===== config.mk =====
export PLATFORM = sky130hd
export DESIGN_NAME = mhpq_ctrl
export DESIGN_NICKNAME = d
export VERILOG_FILES = /design/src/rtl/mhpq_pkg.sv /design/src/rtl/mhpq_ctrl.sv
export VERILOG_INCLUDE_DIRS = /design/src /design/src/rtl
export SDC_FILE = /design/constraint.sdc
export NUM_CORES = 1
export LEC_CHECK = 0
export BUFFER_PORTS_ARGS = -buffer_cell sky130_fd_sc_hd__buf_2
export CAP_MARGIN = 20
export CORE_UTILIZATION = 25
export CTS_BUF_LIST = sky130_fd_sc_hd__clkbuf_4 sky130_fd_sc_hd__clkbuf_8
export DETAILED_ROUTE_END_ITERATION = 12
export GPL_TIMING_DRIVEN = 0
export HOLD_SLACK_MARGIN = 0.08
export PLACE_DENSITY = 0.49
export SLEW_MARGIN = 25
export SYNTH_ARGS = -nofsm -noshare
export SYNTH_HDL_FRONTEND = slang
export SYNTH_SLANG_ARGS = --single-unit

===== constraint.sdc =====
create_clock -name clk_i -period 1.2 [get_ports clk_i]
set_input_delay 0.06 -clock clk_i [delete_from_list [all_inputs] [get_ports clk_i]]
set_output_delay 0.06 -clock clk_i [all_outputs]
set_load 0.05 [all_outputs]

===== src/rtl/assert_macros.svh =====
// Assertion macros shared by the heap RTL.
// Uses clk_i and the active-low reset rst_ni of the including module.
`ifndef ASSERT_MACROS_SVH
`define ASSERT_MACROS_SVH

// Property checked on every clock edge outside reset.
`define ASSERT_ALWAYS(lbl, prop) \
  lbl: assert property (@(posedge clk_i) disable iff (!rst_ni) (prop)) \
    else $error("assertion failed");

// Same-cycle implication checked outside reset.
`define ASSERT_IMPLY(lbl, ante, cons) \
  lbl: assert property (@(posedge clk_i) disable iff (!rst_ni) (ante) |-> (cons)) \
    else $error("assertion failed");

// Next-cycle implication checked outside reset.
`define ASSERT_NEXT(lbl, ante, cons) \
  lbl: assert property (@(posedge clk_i) disable iff (!rst_ni) (ante) |=> (cons)) \
    else $error("assertion failed");

`endif


===== src/rtl/mhpq_pkg.sv =====
// Shared constants, codes and controller/datapath interface types for the heap.
// No dependencies.
package mhpq_pkg;

  localparam int unsigned DefCapacity    = 1024;
  localparam int unsigned DefPayloadBits = 32;
  localparam int unsigned KeyBits        = 16;
  localparam int unsigned TagBits        = 30;
  localparam int unsigned OpBits         = 2;
  localparam int unsigned StatusBits     = 3;

  localparam logic [OpBits-1:0] OpPush    = 2'd0;
  localparam logic [OpBits-1:0] OpReplace = 2'd1;
  localparam logic [OpBits-1:0] OpPop     = 2'd2;

  localparam logic [StatusBits-1:0] StDone     = 3'd0;
  localparam logic [StatusBits-1:0] StReplaced = 3'd1;
  localparam logic [StatusBits-1:0] StKept     = 3'd2;
  localparam logic [StatusBits-1:0] StFull     = 3'd3;
  localparam logic [StatusBits-1:0] StEmpty    = 3'd4;

  typedef enum logic [2:0] {
    RaIdx, RaParent, RaLeft, RaRight, RaRoot, RaLast
  } rd_sel_e;

  typedef enum logic [1:0] {
    WdEnt, WdRd, WdBest
  } wr_data_e;

  typedef enum logic [2:0] {
    IxHold, IxZero, IxCnt, IxInc, IxParent, IxBest
  } idx_op_e;

  typedef struct packed {
    logic                  load;
    logic                  rd_en;
    rd_sel_e               rd_sel;
    logic                  wr_en;
    wr_data_e              wr_data;
    idx_op_e               idx_op;
    logic                  cnt_inc;
    logic                  cnt_dec;
    logic                  ent_from_rd;
    logic                  left_cap;
    logic                  out_cap;
    logic                  out_clr;
    logic                  status_set;
    logic [StatusBits-1:0] status;
    logic                  out_load;
  } dp_cmd_t;

  typedef struct packed {
    logic [OpBits-1:0] opcode;
    logic              full;
    logic              empty;
    logic              at_root;
    logic              parent_gt;
    logic              tag_hit;
    logic              key_gt;
    logic              scan_last;
    logic              no_left;
    logic              child_lt;
  } dp_stat_t;

endpackage


===== src/rtl/mhpq_ctrl.sv =====
// Heap controller: sequences push, tag scan, sift up/down and the result transfer.
// Depends on mhpq_pkg and assert_macros.svh; drives mhpq_dp.
`include "assert_macros.svh"

module mhpq_ctrl (
  input  logic               clk_i,
  input  logic               rst_ni,
  input  logic               in_valid_i,
  output logic               in_stall_o,
  output logic               out_valid_o,
  input  logic               out_stall_i,
  input  mhpq_pkg::dp_stat_t stat_i,
  output mhpq_pkg::dp_cmd_t  cmd_o
);

  localparam logic [4:0] SIdle    = 5'd0;
  localparam logic [4:0] SDisp    = 5'd1;
  localparam logic [4:0] SPush    = 5'd2;
  localparam logic [4:0] SUpRd    = 5'd3;
  localparam logic [4:0] SUpCmp   = 5'd4;
  localparam logic [4:0] SUpWr    = 5'd5;
  localparam logic [4:0] SRootRd  = 5'd6;
  localparam logic [4:0] SRootCap = 5'd7;
  localparam logic [4:0] SScanRd  = 5'd8;
  localparam logic [4:0] SScanCmp = 5'd9;
  localparam logic [4:0] SPopCap  = 5'd10;
  localparam logic [4:0] SPopLast = 5'd11;
  localparam logic [4:0] SDnRdL   = 5'd12;
  localparam logic [4:0] SDnRdR   = 5'd13;
  localparam logic [4:0] SDnCmp   = 5'd14;
  localparam logic [4:0] SDnWr    = 5'd15;
  localparam logic [4:0] SFinish  = 5'd16;

  logic [4:0] state_q, state_d;
  logic       out_valid_q, out_valid_d;
  logic       out_held;

  assign out_held = out_valid_q && out_stall_i;

  always_comb begin
    state_d = state_q;
    cmd_o   = '0;
    unique case (state_q)
      SIdle: begin
        if (in_valid_i) begin
          cmd_o.load = 1'b1;
          state_d    = SDisp;
        end
      end
      SDisp: begin
        unique case (stat_i.opcode)
          mhpq_pkg::OpPush: state_d = SPush;
          mhpq_pkg::OpReplace: begin
            if (stat_i.empty) begin
              state_d = SPush;
            end else begin
              cmd_o.idx_op = mhpq_pkg::IxZero;
              state_d      = SScanRd;
            end
          end
          mhpq_pkg::OpPop: begin
            if (stat_i.empty) begin
              cmd_o.status_set = 1'b1;
              cmd_o.status     = mhpq_pkg::StEmpty;
              cmd_o.out_clr    = 1'b1;
              state_d          = SFinish;
            end else begin
              cmd_o.rd_en  = 1'b1;
              cmd_o.rd_sel = mhpq_pkg::RaRoot;
              state_d      = SPopCap;
            end
          end
          default: begin
            cmd_o.status_set = 1'b1;
            cmd_o.status     = mhpq_pkg::StKept;
            state_d          = SRootRd;
          end
        endcase
      end
      SPush: begin
        cmd_o.status_set = 1'b1;
        if (stat_i.full) begin
          cmd_o.status = mhpq_pkg::StFull;
          state_d      = SRootRd;
        end else begin
          cmd_o.status  = mhpq_pkg::StDone;
          cmd_o.idx_op  = mhpq_pkg::IxCnt;
          cmd_o.cnt_inc = 1'b1;
          state_d       = SUpRd;
        end
      end
      SUpRd: begin
        if (stat_i.at_root) begin
          state_d = SUpWr;
        end else begin
          cmd_o.rd_en  = 1'b1;
          cmd_o.rd_sel = mhpq_pkg::RaParent;
          state_d      = SUpCmp;
        end
      end
      SUpCmp: begin
        // Parent moves down into the hole while strictly greater.
        if (stat_i.parent_gt) begin
          cmd_o.wr_en   = 1'b1;
          cmd_o.wr_data = mhpq_pkg::WdRd;
          cmd_o.idx_op  = mhpq_pkg::IxParent;
          state_d       = SUpRd;
        end else begin
          state_d = SUpWr;
        end
      end
      SUpWr: begin
        cmd_o.wr_en   = 1'b1;
        cmd_o.wr_data = mhpq_pkg::WdEnt;
        state_d       = SRootRd;
      end
      SRootRd: begin
        if (stat_i.empty) begin
          cmd_o.out_clr = 1'b1;
          state_d       = SFinish;
        end else begin
          cmd_o.rd_en  = 1'b1;
          cmd_o.rd_sel = mhpq_pkg::RaRoot;
          state_d      = SRootCap;
        end
      end
      SRootCap: begin
        cmd_o.out_cap = 1'b1;
        state_d       = SFinish;
      end
      SScanRd: begin
        cmd_o.rd_en  = 1'b1;
        cmd_o.rd_sel = mhpq_pkg::RaIdx;
        state_d      = SScanCmp;
      end
      SScanCmp: begin
        if (stat_i.tag_hit) begin
          cmd_o.status_set = 1'b1;
          if (stat_i.key_gt) begin
            cmd_o.status = mhpq_pkg::StReplaced;
            state_d      = SUpRd;
          end else begin
            cmd_o.status = mhpq_pkg::StKept;
            state_d      = SRootRd;
          end
        end else if (stat_i.scan_last) begin
          state_d = SPush;
        end else begin
          cmd_o.idx_op = mhpq_pkg::IxInc;
          state_d      = SScanRd;
        end
      end
      SPopCap: begin
        cmd_o.out_cap    = 1'b1;
        cmd_o.status_set = 1'b1;
        cmd_o.status     = mhpq_pkg::StDone;
        cmd_o.rd_en      = 1'b1;
        cmd_o.rd_sel     = mhpq_pkg::RaLast;
        state_d          = SPopLast;
      end
      SPopLast: begin
        cmd_o.ent_from_rd = 1'b1;
        cmd_o.cnt_dec     = 1'b1;
        cmd_o.idx_op      = mhpq_pkg::IxZero;
        state_d           = SDnRdL;
      end
      SDnRdL: begin
        if (stat_i.no_left) begin
          state_d = SDnWr;
        end else begin
          cmd_o.rd_en  = 1'b1;
          cmd_o.rd_sel = mhpq_pkg::RaLeft;
          state_d      = SDnRdR;
        end
      end
      SDnRdR: begin
        cmd_o.left_cap = 1'b1;
        cmd_o.rd_en    = 1'b1;
        cmd_o.rd_sel   = mhpq_pkg::RaRight;
        state_d        = SDnCmp;
      end
      SDnCmp: begin
        if (stat_i.child_lt) begin
          cmd_o.wr_en   = 1'b1;
          cmd_o.wr_data = mhpq_pkg::WdBest;
          cmd_o.idx_op  = mhpq_pkg::IxBest;
          state_d       = SDnRdL;
        end else begin
          state_d = SDnWr;
        end
      end
      SDnWr: begin
        cmd_o.wr_en   = 1'b1;
        cmd_o.wr_data = mhpq_pkg::WdEnt;
        state_d       = SFinish;
      end
      SFinish: begin
        if (!out_held) begin
          cmd_o.out_load = 1'b1;
          state_d        = SIdle;
        end
      end
      default: state_d = SIdle;
    endcase
  end

  always_comb begin
    out_valid_d = out_valid_q;
    if (cmd_o.out_load) begin
      out_valid_d = 1'b1;
    end else if (out_valid_q && !out_stall_i) begin
      out_valid_d = 1'b0;
    end
  end

  always_ff @(posedge clk_i or negedge rst_ni) begin
    if (!rst_ni) begin
      state_q     <= SIdle;
      out_valid_q <= 1'b0;
    end else begin
      state_q     <= state_d;
      out_valid_q <= out_valid_d;
    end
  end

  assign in_stall_o  = (state_q != SIdle);
  assign out_valid_o = out_valid_q;

  `ASSERT_IMPLY(a_no_result_overwrite, cmd_o.out_load, !out_held)
  `ASSERT_ALWAYS(a_cnt_one_way, !(cmd_o.cnt_inc && cmd_o.cnt_dec))
  `ASSERT_NEXT(a_accept_dispatch, state_q == SIdle && in_valid_i, state_q == SDisp)

endmodule


==> impl_metrics.json, run 1 <==
{
  "status": "finished with violations",
  "violations": "negative setup slack",
  "path_max_fanout": 5,
  "initial_utilization": 0.268,
  "max_cap_viol_count": 0,
  "cts-htree-levels": 1,
  "portBuffers": 36,
  "fillCellCount": 253,
  "final_area_um2": 1960,
  "hp-class": "in2reg",
  "cts_sinks": 6,
  "die_area_um2": 3590,
  "cp.required_ps": 1140,
  "cts_made_buffers": 3,
  "whs_endpoint": "out_valid_o$_DFFE_PN0P_",
  "drc": 0,
  "max_freq_ghz": 0.548,
  "area_growth_pct": 134,
  "cts_root_buf": "clkbuf_4",
  "p_sw_mw": 2.86,
  "clk_pin_slew_worst_paths_ps": 50,
  "synth_edf_count": 0,
  "hold_depth": 3,
  "path_class": "reg2out",
  "total_power_mw": 5.63,
  "swShare": 0.509,
  "finalCritPeriodShare": 1.52,
  "vias": 1242,
  "setup_viol": 29,
  "first_global_vias": 1202,
  "synth_area_leader_cell": "dfrtp_1",
  "intPower_mw": 2.77,
  "synthDistinctLibCells": 42,
  "power.leakage_nw": 0.859,
  "routed_wirelength_um": 3710,
  "vias_per_cell": 5.18,
  "synth.top_cells.by_area": "dfrtp_1 (18%), nand2_1 (8.0%), nor2_1 (6.3%)",
  "synth_nets": 136,
  "finalWeightedCongestion": 0.850,
  "rows": 20,
  "dr.pass1.iters": 4,
  "final_layout_size_suffix_gt1_frac": 0.719,
  "worstMarginPinSlew_ps": 665,
  "yosysSeqAreaShare": 0.179,
  "crit_chain": "or3b_4 > nor2_4 > nand2_2 > o211ai_1 > buf_4",
  "die_h_um": 60.0,
  "ys_warn_count": 0,
  "synth_most_common_cell": "nand2_1",
  "synthArstFlopShare": 1.00,
  "pwr-share-comb": 0.885,
  "ir_drop_v": 0.00145,
  "overflow": 0,
  "antenna_found_initial": 0,
  "rsz0062_at_grt": "true",
  "synth_commonest_cells": "nand2_1 (18), nor2_1 (14), a21oi_1 (7), buf_2 (7), dfrtp_1 (6)",
  "clock_latency_ps": 260,
  "track_usage": 0.213,
  "antenna_left": 0,
  "r2r-end": "state_q[1]$_DFFE_PN0P_",
  "slowest_stage": "or3b_4",
  "post_drt_wl_per_cell_um": 15.4,
  "fin_hold_ws_ps": 79.4,
  "slowest_delay_ps": 460,
  "die_w_um": 60.0,
  "placed_cell_area_um2": 1230,
  "antennaDiodeCount": 0,
  "hpwl_um": 2370,
  "slew_headroom": 0.545,
  "timing.rr.start": "state_q[4]$_DFFE_PN0P_",
  "avgSynthCellArea_um2": 6.94,
  "syn_area_um2": 840,
  "period_needed_ps": 1820,
  "grt_max_degree": 11,
  "end_kind": "output pin",
  "cp_data_arrival_time_ps": 1760,
  "clock_path_buffers": 2,
  "startpoint_type": "flop",
  "drt_iter0_drc": 55,
  "p_clk_frac": 0.036,
  "cts_tree": "yes",
  "synth_ff_type": "dfrtp_1",
  "final_critical_path_setup_slack_ps": -624,
  "coreArea_um2": 3130,
  "drv_slew": 0,
  "ios": 39,
  "clock_skew_ps": 1.47,
  "p_seq_frac": 0.079,
  "synth_seq_cells": 6,
  "hold_viol": 0,
  "synth_top_area_frac": 0.179,
  "power_density_nw_per_um2": 2870,
  "grt_pass1_wl_um": 5780,
  "hp-start": "out_stall_i",
  "rr_worst_depth": 3,
  "r2r_setup_slack_ps": -520,
  "synthCells": 121,
  "nets": 213
}
[placed cells by master (no fill, tap or decap), types with 3 or more instances in the layout]
cell type  netlist  final
buf_6            1     21
nor2_2           0      3
buf_4            3     36
nor2_4           1      8
buf_8            0      9
buf_2            7     13
a21oi_1          7      3
dfrtp_1          6      3
nand2_1         18     12
clkbuf_4         0      3
nor2_1          14      4
nand2_2          0      4
buf_12           0      3
dfrtp_2          0      3
nand3b_1         3      3
a21oi_2          0      4
o211ai_1         4      4
nor3_4           0      4
nand2b_1         4      3
[kinds of logic after synthesis]
group | share of synthesized area
and+or+nand+nor | 0.395
AOI/OAI and AO/OA | 0.267
buffers and inverters | 0.0998
DFF | 0.179
muxes | 0.0387
xor gates and xnor gates | 0.0209
[how the worst max path moves through the flow]
stage                            from  endpoint  slack (ps)  cells past startpoint
6_report       state_q[4]$_DFFE_PN0P_  cmd_o[2]        -620                      5
2_1_floorplan  state_q[4]$_DFFE_PN0P_  cmd_o[2]        -670                      4
5_1_grt        state_q[4]$_DFFE_PN0P_  cmd_o[2]        -700                      5
4_1_cts        state_q[4]$_DFFE_PN0P_  cmd_o[2]        -610                      5
3_5_place_dp   state_q[3]$_DFFE_PN0P_  cmd_o[4]        -590                      6
3_3_place_gp   state_q[3]$_DFFE_PN0P_  cmd_o[4]        -570                      6
[repair_timing]
item | in CTS | in global routing
buffers inserted | 23 | 13
gates resized for setup | 104 | 8
hold endpoints to repair | 6 | 0
hold buffers | 1 | 0
setup endpoints to repair | 29 | 29
pin swaps | 13 | 9
[worst max-delay path: cells and delay by family, from the launching register on]
kind,cells,cell delay (ps)
compound gates,1,180
buf+inv,1,220
flops,1,440
simple gates,3,660
[per-stage QoR]
stage | utilization | worst slack (ps) | cells | TNS [ps]
floorplan | - | -665 | 121 | -7200
global placement | 0.394 | -566 | 201 | -9870
detailed placement | 0.394 | -586 | 201 | -9790
CTS | 0.580 | -609 | 227 | -12000
global route | 0.627 | -695 | 240 | -14680
finish | 0.627 | -624 | 240 | -12900
[state kept, by name, indices dropped and copies added (netlist names)]
name / cells
out_valid_o: 1
state_q: 5
[cell type report]
class                   count  area [um2]  area share
plain buffers              10         110      0.0562
clock buffers               3        22.5      0.0115
inverters                   4        17.5     0.00893
multi-input cells         100         935       0.477
flip-flops and latches      6         154      0.0785
well taps                  44        55.1      0.0281
repair buffers             73         667       0.340
[layer usage]
layer / track usage / routed length [um]
met1: 0.289 / 1580
met2: 0.344 / 1810
met3: 0.0303 / 232
met4: 0.0664 / 85
met5: 0 / 0
[power by group through the flow]
stage               sequential (mW)  combinational (mW)  clock, mW
floorplan                     0.406                2.31          0
global placement              0.412                2.90          0
detailed placement            0.407                2.89          0
CTS                           0.436                4.38      0.202
global route                  0.456                5.24      0.229
finish                        0.444                4.98      0.205
Power figures use the tool's default switching activity.
==> inputs of run 2 (changes only) <==
BUFFER_PORTS_ARGS = default   (was -buffer_cell sky130_fd_sc_hd__buf_2)
DONT_BUFFER_PORTS = 1   (was default)
PLACE_DENSITY = 0.4   (was 0.49)
==> run 2 against run 1 <==
Compared with the run above:
- routed wire length is 7.9% higher
- maximum frequency is 16% lower
- largest cell class unchanged
- sequential share of layout area is 0.47 points higher
- hold slack better by 11 ps
- the run still ends with negative setup slack left
- cell area down 6.4%
- combinational power up 0.8%
- critical path depth rose by 1
- count of clock-buffer cells in the layout unchanged
- register-to-register slack worse by 90 ps
==> impl_metrics.json, run 2 (synthesis gave the netlist of run 1 again) <==
{
  "status": "finished with violations",
  "crit_start": "state_q[1]$_DFFE_PN0P_",
  "mostFrequentLayoutCell": "buf_6",
  "hp-class": "in2reg",
  "die_area_um2": 3590,
  "drc": 0,
  "vias_per_cell": 5.56,
  "post_drt_wl_per_cell_um": 19.1,
  "final_layout_size_suffix_gt1_frac": 0.685,
  "max_cap_viol_count": 0,
  "total_power_mw": 5.65,
  "cts_sinks": 6,
  "dp_cells": 165,
  "clock_skew_ps": 0.733,
  "die_w_um": 60.0,
  "drt_iter0_drc": 43,
  "preCtsSetupSlack_ps": -856,
  "clock_path_buffers": 2,
  "ir_drop_v": 0.00111,
  "antenna_found_initial": 0,
  "drv_slew": 0,
  "cts-htree-levels": 1,
  "layout_common_cells": "buf_6 (30), buf_4 (13), nor2_4 (11)",
  "cp.required_ps": 1140,
  "period_needed_ps": 2170,
  "startpoint_type": "flop",
  "violations": "negative setup slack",
  "ios": 39,
  "fin_util": 0.587,
  "grt_pass1_wl_um": 5510,
  "path_class": "reg2out",
  "route.top_layer_used": "met4",
  "rows": 20,
  "largest_reg_flops": 5,
  "first_global_vias": 1078,
  "grt_max_degree": 11,
  "hpwl_um": 2310,
  "fillCellCount": 278,
  "die_h_um": 60.0,
  "layoutNonFillerInstCount": 209,
  "hold_viol": 0,
  "final_critical_path_setup_slack_ps": -969,
  "cts_tree": "yes",
  "met3_length_um": 165,
  "finalCritPeriodShare": 1.81,
  "power.leakage_nw": 0.704,
  "coreArea_um2": 3130,
  "antennaDiodeCount": 0,
  "antenna_left": 0,
  "overflow": 0,
  "path_max_fanout": 3,
  "track_usage": 0.211,
  "finalWeightedCongestion": 0.751,
  "cp_data_arrival_time_ps": 2110,
  "vias": 1162,
  "setup_tns_ps": -19040,
  "timing.rr.start": "state_q[1]$_DFFE_PN0P_",
  "final_area_um2": 1840,
  "cts_root_buf": "clkbuf_4",
  "placed_cell_area_um2": 1050,
  "routed_wirelength_um": 4000,
  "area_growth_pct": 119,
  "portBuffers": 0,
  "fin_hold_ws_ps": 90.1,
  "initial_utilization": 0.268,
  "met1Wirelength_um": 1720,
  "max_freq_ghz": 0.461,
  "slew_headroom": 0.301,
  "power_density_nw_per_um2": 3080,
  "cts_made_buffers": 3,
  "clock_latency_ps": 250,
  "worstMarginPinSlew_ps": 1040,
  "nets": 182,
  "setup_viol": 29,
  "dr.pass1.iters": 4,
  "met2_length_um": 1950,
  "end_kind": "output pin",
  "hp-start": "stat_i[4]",
  "rsz0062_at_grt": "true",
  "regMostFlops": "state_q",
  "clk_pin_slew_worst_paths_ps": 50
}
## run 2: final timing paths
kind                       slack [ps]                endpoint  depth (start not counted)
setup / recovery                 -970               cmd_o[20]                          6
hold / removal                     90  state_q[3]$_DFFE_PN0P_                          3
setup reg to reg                 -610  state_q[1]$_DFFE_PN0P_                         11
hold reg to reg                   720  state_q[0]$_DFFE_PN0P_                          2
max in group asynchronous         840  state_q[0]$_DFFE_PN0P_                          1
min in group asynchronous         120  state_q[4]$_DFFE_PN0P_                          1
## run 2: routing by layer
metal  global-route usage  up-vias
li1                     -      533
met1                0.275      570
met2                0.360       43
met3               0.0368       16
met4               0.0432        0
met5                    0        -
## run 2: area by class of cell
type	instances	area, um2	area share
multi-input combinational	100	1030	0.562
inverter	4	22.5	0.0123
sequential	6	153	0.0832
clock buffer	3	22.5	0.0123
tap	44	55.1	0.0300
buffer	11	133	0.0723
timing repair buffer	41	418	0.228
## run 2: what timing repair did
action	CTS	global route
pin swaps	36	34
cloned	0	0
endpoints found under the hold margin	10	0
hold buffers	5	0
endpoints found under the setup margin	29	29
setup buffers	19	21
resized for setup	75	32
## run 2: power breakdown
part / internal, mW / switching, mW / leakage (nW) / total [mW]
combinational: 2.21 / 2.81 / 0.615 / 5.02
clock: 0.114 / 0.0848 / 0.0138 / 0.199
sequential: 0.300 / 0.135 / 0.0753 / 0.435
## run 2: worst max-delay path: stages, from the launching register on
cell and delay, ps:
dfrtp_1 400, buf_6 130, buf_6 120, nor2_4 80, a32o_2 210, nand2_4 60
o211ai_1 840
